===== src/rtl/pmst_pkg.sv =====
// Shared types, codes and constants for the pending message state table.
`default_nettype none
package pmst_pkg;

   localparam int PMST_BUCKET_COUNT = 1024;
   localparam int PMST_WAYS = 4;
   localparam int PMST_STATE_BITS = 3;
   localparam int QUEUE_DEPTH = 2;
   localparam int HASH_BITS = 32;
   localparam int COUNT_BITS = 13;
   localparam logic [31:0] EXPIRY_RESET = 32'd30;

   localparam logic [2:0] FUNC_UPDATE = 3'd0;
   localparam logic [2:0] FUNC_GET = 3'd1;
   localparam logic [2:0] FUNC_REMOVE = 3'd2;
   localparam logic [2:0] FUNC_SWEEP = 3'd3;
   localparam logic [2:0] FUNC_CLEAR = 3'd4;

   typedef enum logic [2:0] {
      OP_UPDATE,
      OP_GET,
      OP_REMOVE,
      OP_SWEEP,
      OP_CLEAR,
      OP_NONE
   } op_type;

   typedef enum logic [1:0] {
      ENG_INIT,
      ENG_IDLE,
      ENG_LOOK,
      ENG_SWEEP
   } eng_state_type;

   typedef struct packed {
      logic [2:0] func;
      logic [31:0] peer_ip;
      logic [15:0] peer_port;
      logic [31:0] message_id;
      logic [2:0] new_state;
      logic [31:0] now_seconds;
   } req_type;

   typedef struct packed {
      logic found;
      logic [2:0] state_out;
      logic bucket_full;
      logic [COUNT_BITS-1:0] expired_count;
   } rsp_type;

   typedef struct packed {
      op_type op;
      logic [31:0] peer_ip;
      logic [15:0] peer_port;
      logic [31:0] message_id;
      logic [2:0] new_state;
      logic [31:0] now_seconds;
   } cmd_type;

endpackage
`default_nettype wire


===== src/rtl/pmst_front.sv =====
// Front end: accepts request words, decodes the function and hashes the key to a bucket.
`default_nettype none
module pmst_front import pmst_pkg::*; #(
   parameter int BUCKET_COUNT = PMST_BUCKET_COUNT
) (
   input  wire logic                            clock,
   input  wire logic                            reset,
   input  wire logic                            req_valid,
   output logic                                 req_ready,
   input  wire req_type                         req_data,
   input  wire logic                            init_busy,
   output logic                                 push_valid,
   input  wire logic                            push_ready,
   output cmd_type                              push_cmd,
   output logic [$clog2(BUCKET_COUNT)-1:0]      push_bucket
);

   localparam int BW = $clog2(BUCKET_COUNT);
   localparam int RW = BW + 1;
   localparam int PW = HASH_BITS + 33;
   localparam int SHIFT = HASH_BITS + BW;
   localparam bit IS_POW2 = (BUCKET_COUNT & (BUCKET_COUNT - 1)) == 0;
   localparam logic [RW-1:0] MODULUS = RW'(BUCKET_COUNT);
   localparam logic [32:0] RECIP = 33'((64'd1 << SHIFT) / 64'(BUCKET_COUNT));

   logic busy_ff, busy_in;
   logic [1:0] cnt_ff, cnt_in;
   logic [RW-1:0] rem_ff, rem_in;
   logic [HASH_BITS-1:0] hash_ff, hash_in;
   logic [HASH_BITS-1:0] quot_ff, quot_in;
   cmd_type cmd_ff, cmd_in;
   logic push, accept;
   logic [PW-1:0] prod;
   logic [HASH_BITS-1:0] diff;
   logic [HASH_BITS-1:0] hash_new;
   op_type op_dec;

   always_ff @(posedge clock) begin
      if (reset) begin
         busy_ff <= 1'b0;
         cnt_ff <= '0;
      end else begin
         busy_ff <= busy_in;
         cnt_ff <= cnt_in;
      end
      rem_ff <= rem_in;
      hash_ff <= hash_in;
      quot_ff <= quot_in;
      cmd_ff <= cmd_in;
   end

   always_comb begin
      unique case (req_data.func)
         FUNC_UPDATE: op_dec = OP_UPDATE;
         FUNC_GET:    op_dec = OP_GET;
         FUNC_REMOVE: op_dec = OP_REMOVE;
         FUNC_SWEEP:  op_dec = OP_SWEEP;
         FUNC_CLEAR:  op_dec = OP_CLEAR;
         default:     op_dec = OP_NONE;
      endcase
   end

   always_comb begin
      prod = PW'(hash_ff) * PW'(RECIP);
      diff = hash_ff - HASH_BITS'(quot_ff * HASH_BITS'(BUCKET_COUNT));
   end

   always_comb begin
      push_valid = busy_ff && (cnt_ff == '0);
      push = push_valid && push_ready;
      req_ready = !init_busy && (!busy_ff || push);
      accept = req_valid && req_ready;
      push_cmd = cmd_ff;
      push_bucket = rem_ff[BW-1:0];
      hash_new = req_data.peer_ip ^ {16'b0, req_data.peer_port} ^ req_data.message_id;
      busy_in = busy_ff;
      cnt_in = cnt_ff;
      rem_in = rem_ff;
      hash_in = hash_ff;
      quot_in = quot_ff;
      cmd_in = cmd_ff;
      if (busy_ff && (cnt_ff != '0)) begin
         cnt_in = cnt_ff - 1'b1;
         case (cnt_ff)
            2'd3: quot_in = HASH_BITS'(prod >> SHIFT);
            2'd2: hash_in = diff;
            default: begin
               rem_in = (hash_ff[RW-1:0] >= MODULUS) ? hash_ff[RW-1:0] - MODULUS
                                                     : hash_ff[RW-1:0];
            end
         endcase
      end
      if (push) begin
         busy_in = 1'b0;
      end
      if (accept) begin
         busy_in = 1'b1;
         cmd_in.op = op_dec;
         cmd_in.peer_ip = req_data.peer_ip;
         cmd_in.peer_port = req_data.peer_port;
         cmd_in.message_id = req_data.message_id;
         cmd_in.new_state = req_data.new_state;
         cmd_in.now_seconds = req_data.now_seconds;
         hash_in = hash_new;
         rem_in = IS_POW2 ? {1'b0, hash_new[BW-1:0]} : '0;
         cnt_in = IS_POW2 ? 2'd0 : 2'd3;
      end
   end

endmodule
`default_nettype wire


===== config.mk =====
export PLATFORM = sky130hd
export DESIGN_NAME = pmst_front
export DESIGN_NICKNAME = d
export VERILOG_FILES = /design/src/rtl/pmst_pkg.sv /design/src/rtl/pmst_front.sv
export SDC_FILE = /design/constraint.sdc
export NUM_CORES = 1
export LEC_CHECK = 0
export BUFFER_PORTS_ARGS = -buffer_cell sky130_fd_sc_hd__buf_2
export CAP_MARGIN = 15
export CORE_MARGIN = 5
export CORE_UTILIZATION = 25
export DETAILED_ROUTE_END_ITERATION = 6
export GPL_TIMING_DRIVEN = 0
export PLACE_DENSITY_LB_ADDON = 0.15
export SLEW_MARGIN = 20
export SYNTH_ARGS = -nofsm -noshare
export SYNTH_HDL_FRONTEND = slang
export SYNTH_SLANG_ARGS = --single-unit

===== constraint.sdc =====
create_clock -name clock -period 6.5 [get_ports clock]
set_input_delay 1.3 -clock clock [delete_from_list [all_inputs] [get_ports clock]]
set_output_delay 1.3 -clock clock [all_outputs]
set_load 0.1 [all_outputs]

==> results.json <==
{
  "via_per_inst": 3.872,
  "whs_ns": 0.5191,
  "htree_levels": 4,
  "pre_cts_ws_ns": 2.969,
  "multi_input_area_um2": 555.5,
  "slowest_stage": "buf_2",
  "reg2reg_slack_ns": 4.37,
  "globalplace.congestion": 0.7080,
  "seqCellArea_um2": 4204,
  "layout-drive-gt1-share_pct": 62.11,
  "slew_viol_final": 0,
  "seq_area_frac_synth_pct": 87.50,
  "cts-hold-fix-buffers": 0,
  "cts_made_buffers": 17,
  "power_density_nw_per_um2": 349.1,
  "power_leakage_nw": 2.959,
  "yosysWarnings": 0,
  "track_usage_pct": 11.22,
  "nFillCells": 1813,
  "synth_top_area_share_pct": 86.25,
  "gr-total-overflow": 0,
  "rsz0062_at_grt": "no",
  "cp_cell_sequence": "buf_2 > a21boi_4 > buf_4 > nor2_1 > buf_2",
  "slew-limit-headroom_pct": 63.09,
  "final_cell_mix": "buf_2 (252), edfxtp_1 (138), clkbuf_16 (17)",
  "die_area_um2": 22090,
  "syn_area_per_cell_um2": 24.27,
  "worstPathRequired_ns": 5.20,
  "dp_hpwl_um": 9437,
  "fmax_mhz": 283.7,
  "clockBufferDepth": 2,
  "grt_max_degree": 73,
  "die_h_um": 148.6,
  "synthTopCellsByArea": "edfxtp_1 (86%), xnor3_1 (4.7%), a21o_1 (1.7%)",
  "drt_pass1_iterations": 4,
  "path_depth": 5,
  "setup_viol": 0,
  "antenna_found_initial": 0,
  "port_buffers": 252,
  "clk_pin_slew_ns": 0.06,
  "drt_iter0_drc": 99,
  "nets": 596,
  "status": "finished clean",
  "post-cts-setup-buffers": 0,
  "syn-cell-area_um2": 4805,
  "finalSetupTns_ns": 0,
  "hold_viol": 0,
  "syn2layout_area_growth_pct": 46.48,
  "worst_setup_path_end_kind": "output port",
  "r2r_cells": 6,
  "worstPathArrival_ns": 2.22,
  "coreArea_um2": 18830,
  "fin_crit_sh_pct": 54.23,
  "final_cells": 743,
  "layout_commonest_cell": "buf_2",
  "antenna_cells": 0,
  "cpPeakStageDelay_ns": 0.29,
  "start_kind": "input port",
  "syn_inst": 198,
  "die_x_um": 148.6,
  "hold_path_class": "register to register",
  "grt_pass1_wl_um": 18160,
  "critPathTopFamily": "buffers and inverters",
  "reg2reg_from": "cnt_ff[0]",
  "finClkSkew_ns": 0.01082,
  "cp_max_fo": 10,
  "rows": 50,
  "num_io_pins": 253,
  "yosys.area.top_type": "edfxtp_1",
  "cts_tree": "done",
  "initial_core_util_pct": 25.51,
  "ys_ff_latch": 141,
  "drt-wirelength-per-cell_um": 17.06,
  "totalWireLength_um": 12670,
  "clockRootBuffer": "clkbuf_16",
  "clk_latency_ns": 0.41,
  "grt_pass1_vias": 3118,
  "clkSinkCount": 141,
  "drc": 0,
  "startpoint": "push_ready",
  "cts_resized": 0,
  "synth_cell_types": 22,
  "syn_nets": 324,
  "period_needed_ns": 3.525,
  "postRouteAntennaNets": 0,
  "dp_cells": 711,
  "drv_cap": 0,
  "critPathKind": "input port to output port",
  "p_total_w": 0.002457,
  "worst_pin_slew_ns": 0.5524,
  "r2r-end": "push_cmd[29]",
  "vdd_drop_max_v": 0.0001643,
  "critPathBufInv": 3,
  "worst_path_most_repeated_cell": "buf_2",
  "timing.final.ws_setup_ns": 2.975,
  "vias": 2877,
  "cp-endpoint": "req_ready"
}
## layout make-up
| type | count | area share (%) |
|---|---|---|
| plain buffers | 4 | 0.4267 |
| clock buffers | 17 | 6.044 |
| clock inverters | 15 | 2.649 |
| inverters | 4 | 0.3200 |
| multi-input cells | 49 | 7.893 |
| flip-flops and latches | 141 | 59.73 |
| well taps | 260 | 4.622 |
| repair buffers | 253 | 18.31 |
## stage by stage
step           cell area [um2]  util (%)
6_report                  7038     37.38
3_3_place_gp              6391     33.94
3_5_place_dp              6426     34.13
4_1_cts                   7038     37.38
5_1_grt                   7038     37.38
2_1_floorplan             4805         -
## sequential cells by signal, summed over array words and instances, names as in the netlist
name,flops
hash_ff,10
push_cmd,118
cnt_ff,2
busy_ff,1
rem_ff,10
## Yosys cell counts
| cell | n |
|---|---|
| nor3_2 | 8 |
| edfxtp_1 | 138 |
| nor3_1 | 3 |
| nand2_1 | 2 |
| xnor3_1 | 10 |
| nand2b_1 | 1 |
| inv_1 | 4 |
| nor2_1 | 3 |
| a21o_1 | 11 |
| a21oi_1 | 1 |
| a2111oi_4 | 1 |
| and2_1 | 1 |
| ha_1 | 3 |
| a21boi_4 | 1 |
| clkbuf_1 | 1 |
| nor2b_1 | 1 |
| xnor2_1 | 1 |
| and2b_2 | 1 |
| dfxtp_1 | 3 |
| or2_4 | 1 |
| buf_4 | 2 |
| buf_6 | 1 |
## power by group
group          internal [W]  switching (W)  total (W)  leakage [nW]
registers           0.00105     0.00000873    0.00106          1.32
clock network      0.000611       0.000391    0.00100         0.294
logic             0.0000737       0.000324   0.000397          1.35
## logic make-up after synthesis
family,share of synthesized area [%]
adders and majority gates,0.7813
xor gates and xnor gates,4.870
and+or+nand+nor,3.125
buffers and inverters,0.9372
AOI/OAI and AO/OA,2.786
DFF,87.50
## worst register-to-register path: stages (launching register included)
cell      delay [ns]
dfxtp_1         0.33
inv_1           0.09
ha_1            0.24
a21boi_4        0.09
or2_4           0.30
inv_8           0.36
buf_16          0.34
## per-layer routing
metal | up-vias | part of all wire (%) | track usage, %
met1 | 1376 | 38 | 12.13
li1 | 1330 | - | -
met2 | 155 | 50 | 19.10
met4 | 0 | 1.9 | 5.266
met3 | 16 | 9.8 | 4.692
met5 | - | 0 | 0
## worst min-delay path by stage
stage               start         to  slack (ns)  cells past startpoint
5_1_grt        hash_ff[1]  rem_ff[1]        0.54                      1
3_5_place_dp   hash_ff[4]  rem_ff[4]        0.51                      1
3_3_place_gp   hash_ff[2]  rem_ff[2]        0.50                      1
2_1_floorplan  hash_ff[0]  rem_ff[0]        0.49                      1
6_report       hash_ff[5]  rem_ff[5]        0.52                      1
4_1_cts        hash_ff[5]  rem_ff[5]        0.53                      1
(Power assumes the default switching activity.)
