===== config.mk =====
export PLATFORM = sky130hd
export DESIGN_NAME = pmst_queue
export DESIGN_NICKNAME = d
export VERILOG_FILES = /design/src/rtl/pmst_pkg.sv /design/src/rtl/pmst_queue.sv
export SDC_FILE = /design/constraint.sdc
export NUM_CORES = 1
export LEC_CHECK = 0
export BUFFER_PORTS_ARGS = -buffer_cell sky130_fd_sc_hd__buf_2
export CORE_ASPECT_RATIO = 1.5
export CORE_MARGIN = 2
export CORE_UTILIZATION = 52
export DETAILED_ROUTE_END_ITERATION = 8
export GPL_TIMING_DRIVEN = 1
export PLACE_DENSITY = 0.79
export SYNTH_ARGS = -nofsm -noshare
export SYNTH_HDL_FRONTEND = slang
export SYNTH_SLANG_ARGS = --single-unit

===== constraint.sdc =====
create_clock -name clock -period 5.1 [get_ports clock]
set_clock_uncertainty 0.05 [all_clocks]
set_input_delay 1.02 -clock clock [delete_from_list [all_inputs] [get_ports clock]]
set_output_delay 1.02 -clock clock [all_outputs]
set_load 0.05 [all_outputs]

===== src/rtl/pmst_pkg.sv =====
// Shared types, codes and constants for the pending message state table.
`default_nettype none
package pmst_pkg;

   localparam int PMST_BUCKET_COUNT = 1024;
   localparam int PMST_WAYS = 4;
   localparam int PMST_STATE_BITS = 3;
   localparam int QUEUE_DEPTH = 2;
   localparam int HASH_BITS = 32;
   localparam int COUNT_BITS = 13;
   localparam logic [31:0] EXPIRY_RESET = 32'd30;

   localparam logic [2:0] FUNC_UPDATE = 3'd0;
   localparam logic [2:0] FUNC_GET = 3'd1;
   localparam logic [2:0] FUNC_REMOVE = 3'd2;
   localparam logic [2:0] FUNC_SWEEP = 3'd3;
   localparam logic [2:0] FUNC_CLEAR = 3'd4;

   typedef enum logic [2:0] {
      OP_UPDATE,
      OP_GET,
      OP_REMOVE,
      OP_SWEEP,
      OP_CLEAR,
      OP_NONE
   } op_type;

   typedef enum logic [1:0] {
      ENG_INIT,
      ENG_IDLE,
      ENG_LOOK,
      ENG_SWEEP
   } eng_state_type;

   typedef struct packed {
      logic [2:0] func;
      logic [31:0] peer_ip;
      logic [15:0] peer_port;
      logic [31:0] message_id;
      logic [2:0] new_state;
      logic [31:0] now_seconds;
   } req_type;

   typedef struct packed {
      logic found;
      logic [2:0] state_out;
      logic bucket_full;
      logic [COUNT_BITS-1:0] expired_count;
   } rsp_type;

   typedef struct packed {
      op_type op;
      logic [31:0] peer_ip;
      logic [15:0] peer_port;
      logic [31:0] message_id;
      logic [2:0] new_state;
      logic [31:0] now_seconds;
   } cmd_type;

endpackage
`default_nettype wire


===== src/rtl/pmst_queue.sv =====
// Short command queue between the front end and the table engine.
`default_nettype none
module pmst_queue import pmst_pkg::*; #(
   parameter int BUCKET_COUNT = PMST_BUCKET_COUNT
) (
   input  wire logic                            clock,
   input  wire logic                            reset,
   input  wire logic                            push_valid,
   output logic                                 push_ready,
   input  wire cmd_type                         push_cmd,
   input  wire logic [$clog2(BUCKET_COUNT)-1:0] push_bucket,
   output logic                                 q_valid,
   input  wire logic                            q_pop,
   output cmd_type                              q_cmd,
   output logic [$clog2(BUCKET_COUNT)-1:0]      q_bucket
);

   localparam int BW = $clog2(BUCKET_COUNT);
   localparam int PW = $clog2(QUEUE_DEPTH);
   localparam int NW = $clog2(QUEUE_DEPTH + 1);

   cmd_type cmd_ff [QUEUE_DEPTH];
   logic [BW-1:0] bucket_ff [QUEUE_DEPTH];
   logic [PW-1:0] wr_ptr_ff, rd_ptr_ff;
   logic [NW-1:0] count_ff;
   logic push, pop;

   assign push_ready = count_ff != NW'(QUEUE_DEPTH);
   assign q_valid = count_ff != '0;
   assign push = push_valid && push_ready;
   assign pop = q_pop && q_valid;
   assign q_cmd = cmd_ff[rd_ptr_ff];
   assign q_bucket = bucket_ff[rd_ptr_ff];

   always_ff @(posedge clock) begin
      if (reset) begin
         wr_ptr_ff <= '0;
         rd_ptr_ff <= '0;
         count_ff <= '0;
      end else begin
         if (push) begin
            wr_ptr_ff <= wr_ptr_ff + 1'b1;
         end
         if (pop) begin
            rd_ptr_ff <= rd_ptr_ff + 1'b1;
         end
         count_ff <= count_ff + NW'(push) - NW'(pop);
      end
      if (push) begin
         cmd_ff[wr_ptr_ff] <= push_cmd;
         bucket_ff[wr_ptr_ff] <= push_bucket;
      end
   end

endmodule
`default_nettype wire


==> results.md, run 1 <==
- Status: finished clean
- CP Cell Sequence: buf_12 > mux2_2 > buf_2
- Total of max-cap violations: 0
- Synth unique cells: 23
- Area of the die: 19400 µm²
- Synthesized instance count: between 400 and 500
- FF+latch count, synth: 261
- Placed cells: 894
- Via count: about 4900
- DP Worst Slack: 2090 ps
- RSZ-0062 raised after global routing: no
- WHS Endpoint: rd_ptr_ff
- R2R Setup Slk: 2770 ps
- EDFF count, synth: 256
- Crit path max-delay family: flip-flops
- Data required time at the worst endpoint: 4030 ps
- Die Y: 170 µm
- Leakage: 4.38 nW
- Hold WC Path Type: register to register
- Endpoints failing setup: 0
- Pins Over Slew Limit: 0
- Core Area: 17900 µm²
- Slew HR: 0.469
- Critical Path End Type: output port
- CTS clk-pin slew, worst paths: 70 ps
- Post-DRT Antenna Nets: 0
- WHS Path Cells: 2
- Worst hold slack: 487 ps
- Post-layout min period: 3480 ps
- Seq/Total Area, Yosys: 0.817
- Drt via density: between 5 and 6
- Post-Syn Area: 9530 µm²
- CTS buffer count: 22
- First-pass GRT wire length: 26.8 mm
- Crit-path slowest cell: dfxtp_4
- Total global-route track usage: 0.180
- RD Place Congestion: 0.766
- Register Area: 7790 µm²
- CTS H-tree lvls: 1
- Final hold vios: 0
- Top cell type's share of synthesized area: 0.807
- Vias in the first global route: about 5200
- Residual DRC: 0
- Max Clock Freq: 0.287 GHz
- Multi-input gate area: 1600 µm²
- Clock buffer depth: 3
- Max FO, Critical Path: 74
- R2r worst-path depth: 3
- Drt pass-1 iters: 4
- Synth cell count leaders: 256 x edfxtp_1, 128 x mux2_2, 10 x buf_6
- Warnings from Yosys: 0
- Pwr dens: 531 nW/µm²
- Final #Nets: around 830
- Setup CP Type: register to output port
- Synthesized area per cell: 22.3 µm²
- Worst-Margin Slew: roughly 800 ps
- Crit path arrival time: 2410 ps
- Drt wl/cell: between 15 and 20 µm
- Final std cells w/o fill: 936
- Largest cells by area after synthesis: edfxtp_1 81%, mux2_2 15%, buf_6 1.2%, dfxtp_1 1.1%, buf_4 0.32%
- Synth Flop Type: edfxtp_1
- Hold_buf cts: 0
- Resize count post-CTS: 0
- Final period util: 0.682
- Fin area: 11800 µm²
- Largest stage delay, worst path: 820 ps
- Initial Util: 0.531
- Area post-placement: 11000 µm²
- Sink Count: 261
- Pin count of the biggest net entering global routing: 129
- Mapped Nets: 560
- Worst-skew pair later-pin latency: 500 ps
- Biggest area consumer among synthesized cells: edfxtp_1
- Critical path buffers and inverters: 2
- Final setup margin: 1620 ps
- Hold Startpoint: rd_ptr_ff
- Grt total ovfl: 0
- CTS tree: yes
- Row Count: 60
- Postcts setup bufs: 0
- Initial antenna violation count: 4
- DR iter-0 viols: between 300 and 400
- Startpoint types: register
- Synth async-reset ratio: 0
- # fillers: roughly 1200
- Root buffer cell: clkbuf_16
- Setup_tns: 0 ps
- Fraction of layout instances using a drive strength above 1: 0.594
- VDD IR max: 0.356 mV
- Worst R2R End: cmd_ff[1][93]
- Count leader, synth: edfxtp_1
- Port bufs: 261
- Die width: 115 µm
- Synthesis-to-layout area growth: 23.4%
- Final wirelength: between 15 and 20 mm
- FF-to-FF Start: count_ff[0]
- I/O pin count: ~260
- Detailed-placement wirelength estimate: 12.0 mm
worst max-delay path by stage:
| stage | from | end | slack [ps] | cells after the start |
|---|---|---|---|---|
| CTS | register | q_cmd[67] | 1560 | 3 |
| global placement | register | q_cmd[108] | 2120 | 3 |
| detailed placement | register | q_cmd[67] | 2090 | 3 |
| finish | register | q_cmd[75] | 1620 | 3 |
| global route | register | q_cmd[30] | 1490 | 3 |
| floorplan | push_valid | bucket_ff[1][0] | 530 | 1 |
metal layers:
| layer | global-route usage | vias to the layer above | share of wire |
|---|---|---|---|
| met3 | 0.0396 | 60 | 0.061 |
| li1 | - | 2255 | - |
| met2 | 0.329 | 190 | 0.54 |
| met1 | 0.194 | 2362 | 0.35 |
| met4 | 0.0885 | 2 | 0.045 |
| met5 | 0 | - | 0.00070 |
report_power, final:
part	total, W	internal (W)	switching (W)
registers	0.00271	0.00261	0.000103
logic	0.00186	0.000515	0.00134
clock network	0.00167	0.000975	0.000699
total	0.00624	0.00410	0.00214
tightest hold or removal path, cell delays in order (launching register included):
cell	delay, ps
dfxtp_1	330
xor2_1	90
nor2_1	90
cell usage in the layout (no fill, tap or decap):
master     count
a211oi_1       1
a21bo_1        1
a21bo_2        1
a21oi_1        1
a32oi_1        1
and2b_1        1
and3_4         1
buf_12         3
buf_2        261
bufinv_16      3
clkbuf_1       6
clkbuf_16     23
clkinv_1       5
clkinv_2       2
dfxtp_1        4
dfxtp_4        1
diode_2        3
edfxtp_1     256
ha_1           1
inv_4          1
mux2_1         1
mux2_2       128
nand2b_1       1
nand3_1        1
nand3b_1       1
nor2_1         5
nor2b_1        2
o21ai_0        2
or2_2          1
xor2_1         1
state kept, by name, indices dropped and copies added, names as in the netlist, named ones only:
signal,count
count_ff,2
cmd_ff,236
wr_ptr_ff,1
bucket_ff,20
rd_ptr_ff,1
kinds of logic (layout without fill, tap and decap cells):
group                      after synthesis  after routing  share of synthesized area
AOI/OAI and AO/OA                        7              7                    0.00538
xor gates and xnor gates                 1              1                   0.000919
adders and majority gates                1              1                    0.00131
buffers and inverters                   15            304                     0.0154
DFF                                    261            261                      0.817
muxes                                  129            129                      0.152
other                                    0              3                          0
and+or+nand+nor                         13             13                    0.00735
per-stage QoR:
stage | util | power, W
floorplan | - | 0.00426
global placement | 0.615 | 0.00458
detailed placement | 0.615 | 0.00462
CTS | 0.655 | 0.00630
global route | 0.655 | 0.00645
finish | 0.655 | 0.00624
final cells by class:
cell class / count / share of cell area
inverters: 1 / 0.000532
well taps: 217 / 0.0231
repair buffers: 264 / 0.116
diodes: 3 / 0.000638
multi-input cells: 151 / 0.136
flip-flops and latches: 261 / 0.663
clock buffers: 29 / 0.0509
clock inverters: 10 / 0.0101
(Power assumes the default switching activity.)
==> run 2, diff against run 1 <==
--- a/config.mk
+++ b/config.mk
@@ -8,10 +8,10 @@
 export BUFFER_PORTS_ARGS = -buffer_cell sky130_fd_sc_hd__buf_2
 export CORE_ASPECT_RATIO = 1.5
 export CORE_MARGIN = 2
-export CORE_UTILIZATION = 52
+export CORE_UTILIZATION = 47
 export DETAILED_ROUTE_END_ITERATION = 8
 export GPL_TIMING_DRIVEN = 1
-export PLACE_DENSITY = 0.79
+export PLACE_DENSITY = 0.76
 export SYNTH_ARGS = -nofsm -noshare
 export SYNTH_HDL_FRONTEND = slang
 export SYNTH_SLANG_ARGS = --single-unit
==> constraint.sdc (replaced) <==
create_clock -name clock -period 2.85 [get_ports clock]
set_clock_uncertainty 0.05 [all_clocks]
set_input_delay 0.57 -clock clock [delete_from_list [all_inputs] [get_ports clock]]
set_output_delay 0.57 -clock clock [all_outputs]
set_load 0.05 [all_outputs]
==> run 2 against run 1 <==
Hold slack lost 290 ps. Clock power is 75% higher. Non-clock buffer count grew 3. Global-route usage shrank 2.1 points. Die area rose by 10%. Register-to-register slack got worse by 1800 ps. Sequential power increased by 76%. Critical path type unchanged. Sequential share of layout area is 0.52 points lower.
==> results.md, run 2 (synthesized netlist as in run 1, its figures left out) <==
- Status: finished clean
- Drt pass-1 iters: 4 (unchanged)
- R2R Setup Slk: 980 ps (-1790 ps)
- Data required time at the worst endpoint: 2230 ps (-1800 ps)
- Postcts setup bufs: 0 (unchanged)
- CTS H-tree lvls: 1 (unchanged)
- Design Power: 0.0111 W (+78%)
- Pins Over Slew Limit: 0 (unchanged)
- Register Area: 7790 µm² (about the same)
- First-pass GRT wire length: 26.4 mm (-1.2%)
- Initial antenna violation count: 0 (-4)
- Row Count: 63 (+5.0%)
- Final hold vios: 0 (unchanged)
- Internal: 0.00727 W (+77%)
- Drt wl/cell: 18.3 µm (-7.5%)
- Worst-Margin Slew: 653 ps (-144 ps)
- Drt via density: 5.02 (-3.6%)
- Total global-route track usage: 0.159 (-0.0205)
- Core Area: 19900 µm² (+11%)
- Resize count post-CTS: 0 (unchanged)
- Crit path arrival time: 1960 ps (-450 ps)
- Max FO, Critical Path: 88 (+19%)
- FF-to-FF Start: count_ff[0]
- Multi-input gate area: 1610 µm² (+0.47%)
- Commonest cells after routing, fill and taps aside: 261 x buf_2, 256 x edfxtp_1, 128 x mux2_2, 25 x clkbuf_16, 8 x clkbuf_1
- CTS tree: yes
- Hold WC Path Type: input pin to register
- Largest stage delay, worst path: 420 ps (-400 ps)
- CTS buffer count: 24 (+9.1%)
- Via count: 4930 (+1.3%)
- Pin count of the biggest net entering global routing: 89 (-31%)
- Worst-skew pair later-pin latency: 510 ps (about the same)
- WHS Path Cells: 1 (-1)
- Biggest register: cmd_ff
- CTS clk-pin slew, worst paths: 60 ps (about the same)
- Root buffer cell: clkbuf_16
- Fin area: 11900 µm² (+0.82%)
- Post-DRT Antenna Nets: 0 (unchanged)
- Hold_buf cts: 0 (unchanged)
- Initial Util: 0.480 (-0.0514)
- Worst R2R End: cmd_ff[1][104]
- VDD IR max: 0.594 mV (+67%)
- Port bufs: 261 (unchanged)
- Clock buffer depth: 3 (unchanged)
- Grt total ovfl: 0 (unchanged)
- Detailed-placement wirelength estimate: 12.2 mm (+1.3%)
- Final period util: 0.905
- Max reg flops: 236 (unchanged)
- WHS Endpoint: cmd_ff[0][116]
- Switching Share: 0.346 (+0.00251)
- DP Worst Slack: 778 ps (-1310 ps)
- Crit-path slowest cell: mux2_2
- Post-layout min period: 2580 ps
- # fillers: 1556 (+29%)
- Startpoint types: register
- Max Clock Freq: 0.388 GHz
- Final setup margin: 270 ps (-1350 ps)
- Sequential share of power: 0.430 (-0.005)
- Hold Startpoint: push_cmd[116]
- CP Cell Sequence: buf_12 > mux2_2 > buf_2
- Clock group share of total power: 0.263 (-0.005)
- Sink Count: 261 (unchanged)
- Pwr dens: 937 nW/µm² (+76%)
- Leakage: 4.39 nW (+0.26%)
- RD Place Congestion: 0.697 (-9.0%)
- Slew HR: 0.565 (+0.0960)
- Critical Path End Type: output port
- Final wirelength: 18.0 mm (-2.9%)
- Synthesis-to-layout area growth: 24.4%
- Final #Nets: 839 (+0.60%)
- Die width: 120 µm (+5.0%)
- Total of max-cap violations: 0 (unchanged)
- Area post-placement: 11100 µm² (+0.91%)
- I/O pin count: 262 (unchanged)
- Vias in the first global route: 5328 (+1.9%)
- RSZ-0062 raised after global routing: no
- Fraction of layout instances using a drive strength above 1: 0.600 (+0.00615)
- Biggest regs: cmd_ff x236, bucket_ff x20, count_ff x2
- Die Y: 178 µm (+5.1%)
- Sw Pwr: 0.00384 W (+79%)
- Endpoints failing setup: 0 (unchanged)
- Setup CP Type: register to output port
- Comb power frac: 0.308 (+0.011)
- Residual DRC: 0 (unchanged)
- Leading cell type in the layout, fill and taps excluded: buf_2
- DR iter-0 viols: 285 (-23%)
- Area of the die: 21500 µm² (+10%)
- R2r worst-path depth: 3 (unchanged)
run 2: cell types whose count changed in the layout (fill, tap and decap cells not counted), sizes merged:
| cell | change |
|---|---|
| clkbuf | +6 |
| buf | +3 |
| bufinv | -3 |
| clkinvlp | +3 |
| clkinv | -2 |
| diode | -2 |
| inv | -1 |
run 2: worst max-delay path: cells and delay by family (launching register included):
family,cells,cell delay (ps)
buffers and inverters,2,570
muxes,1,420
DFF,1,360
run 2: power by group through the flow:
| stage | sequential [W] | clock (W) | combinational (W) |
|---|---|---|---|
| finish | 0.00477 | 0.00292 | 0.00342 |
| global route | 0.00480 | 0.00313 | 0.00357 |
| CTS | 0.00478 | 0.00300 | 0.00346 |
| detailed placement | 0.00486 | 0 | 0.00345 |
| global placement | 0.00483 | 0 | 0.00340 |
| floorplan | 0.00484 | 0 | 0.00278 |
run 2: final cells by class:
cell class / count / area share
Sequential cell: 261 / 0.657
Multi-Input combinational cell: 151 / 0.136
Timing Repair Buffer: 267 / 0.118
Clock buffer: 35 / 0.0576
Tap cell: 260 / 0.0274
Clock inverter: 7 / 0.00295
Inverter: 1 / 0.000633
Antenna cell: 1 / 0.000211
run 2: how the worst max path moves through the flow:
stage	start	end	slack, ps	cells after the start
4_1_cts	register	q_cmd[108]	250	3
3_5_place_dp	push_valid	cmd_ff[1][41]	780	3
2_1_floorplan	count_ff[0]	bucket_ff[0][0]	-230	3
3_3_place_gp	register	q_cmd[42]	830	3
5_1_grt	register	q_cmd[42]	190	3
6_report	register	q_cmd[13]	270	3
run 2: metrics by stage:
stage	setup TNS (ps)	hold WS [ps]	util	std cells
6_report	0	195	0.597	983
5_1_grt	0	175	0.597	982
4_1_cts	0	169	0.597	982
3_5_place_dp	0	454	0.561	940
3_3_place_gp	0	437	0.561	940
2_1_floorplan	-29350	422	-	427
run 2: metal layers:
layer / track usage / vias to the layer above / wire [µm]
met5: 0 / - / 0
met3: 0.0403 / 47 / 1260
met1: 0.151 / 2428 / 5870
met2: 0.312 / 195 / 10200
met4: 0.0766 / 0 / 670
li1: - / 2260 / -
==> run 3, diff against run 2 <==
--- a/config.mk
+++ b/config.mk
@@ -10,8 +10,8 @@
 export CORE_MARGIN = 2
 export CORE_UTILIZATION = 47
 export DETAILED_ROUTE_END_ITERATION = 8
-export GPL_TIMING_DRIVEN = 1
 export PLACE_DENSITY = 0.76
+export SLEW_MARGIN = 20
 export SYNTH_ARGS = -nofsm -noshare
 export SYNTH_HDL_FRONTEND = slang
 export SYNTH_SLANG_ARGS = --single-unit
==> constraint.sdc (replaced) <==
create_clock -name clock -period 2.85 [get_ports clock]
set_clock_uncertainty 0.05 [all_clocks]
set_input_delay 0.285 -clock clock [delete_from_list [all_inputs] [get_ports clock]]
set_output_delay 0.285 -clock clock [all_outputs]
set_load 0.05 [all_outputs]
==> run 3 against run 2 <==
Die area is the same. Maximum frequency increased by 3.4%. Global-route usage increased by 2.4 points. Critical path depth stayed put. Clock power is 13% higher.
==> results.md, run 3 (synthesized netlist as in run 1, its figures left out) <==
- Leading cell type in the layout, fill and taps excluded: buf_2
- Vias in the first global route: 6071 (+14%)
- Grt total ovfl: 0 (unchanged)
- Pin count of the biggest net entering global routing: 72 (-19%)
- Pwr dens: 881 nW/µm² (-5.9%)
- Crit-path slowest cell: dfxtp_4
- Total global-route track usage: 0.183 (+0.0239)
- Area of the die: 21500 µm² (unchanged)
- Max reg flops: 236 (unchanged)
- Initial Util: 0.480 (unchanged)
- CTS buffer count: 24 (unchanged)
- Residual DRC: 0 (unchanged)
- Setup_tns: 0 ps (unchanged)
- Worst hold slack: 126 ps (-69.9 ps)
- Final #Nets: 971 (+16%)
- Leakage: 5.01 nW (+14%)
- Startpoint types: register
- I/O pin count: 262 (unchanged)
- Status: finished clean
- CTS tree: yes
- Total of max-cap violations: 0 (unchanged)
- Post-layout min period: 2500 ps (-84.8 ps)
- Resize count post-CTS: 0 (unchanged)
- CP Cell Sequence: buf_4 > mux2_2 > buf_2
- CTS clk-pin slew, worst paths: 60 ps (about the same)
- Setup CP Type: register to output port
- Detailed-placement wirelength estimate: 12.3 mm (+0.72%)
- Row Count: 63 (unchanged)
- Clock buffer depth: 3 (unchanged)
- Die Y: 178 µm (unchanged)
- Final hold vios: 0 (unchanged)
- RSZ-0062 raised after global routing: no
- DR iter-0 viols: 319 (+12%)
- Sink Count: 261 (unchanged)
- Critical Path End Type: output port
- Final period util: 0.876 (-0.0298)
- Port bufs: 261 (unchanged)
- Pins Over Slew Limit: 0 (unchanged)
- Final wirelength: 20.5 mm (+14%)
- CTS H-tree lvls: 1 (unchanged)
- Initial antenna violation count: 0 (unchanged)
- Hold WC Path Type: input pin to register
- Max FO, Critical Path: 35 (-60%)
- Slew HR: 0.646 (+0.0817)
- Commonest cells after routing, fill and taps aside: 261 x buf_2, 256 x edfxtp_1, 129 x dlygate4sd3_1, 128 x mux2_2, 25 x clkbuf_16
- Core Area: 19900 µm² (unchanged)
- Max Clock Freq: 0.401 GHz (+3.4%)
- Biggest regs: cmd_ff x236, bucket_ff x20, count_ff x2
- Worst-skew pair later-pin latency: 500 ps (about the same)
- RD Place Congestion: 0.746 (+7.1%)
- Drt wl/cell: 18.4 µm (+0.62%)
- Synthesis-to-layout area growth: 39.4%
- Drt via density: 4.97 (-0.81%)
- Via count: 5537 (+12%)
- Worst-Margin Slew: 531 ps (-123 ps)
- VDD IR max: 0.755 mV (+27%)
- First-pass GRT wire length: 30.4 mm (+15%)
- Biggest register: cmd_ff
- Post-DRT Antenna Nets: 0 (unchanged)
- Largest stage delay, worst path: 690 ps (+270 ps)
- Fraction of layout instances using a drive strength above 1: 0.516 (-0.0833)
- Drt pass-1 iters: 4 (unchanged)
- Die width: 120 µm (unchanged)
- Data required time at the worst endpoint: 2520 ps (+290 ps)
- Crit path arrival time: 2160 ps (+200 ps)
- Util after Layout: 0.669 (+0.0718)
- Endpoints failing setup: 0 (unchanged)
- Root buffer cell: clkbuf_16
==> run 3: power by group <==
group | total (W) | switching (W) | internal (W) | leakage [nW]
Combinational | 0.00357 | 0.00249 | 0.00108 | 2.17
Clock | 0.00330 | 0.00127 | 0.00203 | 0.403
Sequential | 0.00484 | 0.000165 | 0.00467 | 2.44
Total | 0.0117 | 0.00392 | 0.00778 | 5.01
==> run 3: metal layers <==
layer	vias to the layer above	share of wire	GRT usage
met5	-	0	0
met3	67	0.059	0.0348
met4	0	0.041	0.0819
met1	2712	0.34	0.188
met2	243	0.56	0.356
li1	2515	-	-
==> run 3: metrics by stage <==
| stage | total power (W) | area [µm²] | instances | setup slack (ps) |
|---|---|---|---|---|
| 6_report | 0.0117 | 13300 | 1113 | 355 |
| 5_1_grt | 0.0121 | 13300 | 1112 | 238 |
| 4_1_cts | 0.0118 | 13300 | 1112 | 344 |
| 3_5_place_dp | 0.00832 | 11200 | 943 | 896 |
| 3_3_place_gp | 0.00825 | 11200 | 943 | 943 |
| 2_1_floorplan | 0.00762 | 9540 | 427 | -229 |
==> run 3: repair_timing <==
| item | 4_1_cts | 5_1_grt |
|---|---|---|
| hold endpoints to repair | 260 | 0 |
| buffers inserted | 0 | 0 |
| hold buffers | 129 | 0 |
==> run 3: layout make-up <==
type	count	area (µm²)
inverters	1	7.51
repair buffers	399	2730
clock inverters	14	189
diodes	1	2.50
well taps	260	325
clock buffers	26	629
flip-flops and latches	261	7790
multi-input cells	151	1610
fillers	1309	6580
==> run 3: path summary, 6_finish.rpt <==
kind | startpoint | end | slack, ps | cells past startpoint
setup / recovery | register | q_cmd[14] | 350 | 3
hold / removal | push_valid | wr_ptr_ff | 130 | 3
setup reg to reg | count_ff[0] | cmd_ff[1][89] | 940 | 3
hold reg to reg | rd_ptr_ff | register | 460 | 2
==> run 3: critical path: cells and delay by family (launching register included) <==
kind | cells | cell delay (ps)
buffers and inverters | 2 | 560
flip-flops | 1 | 690
multiplexers | 1 | 370
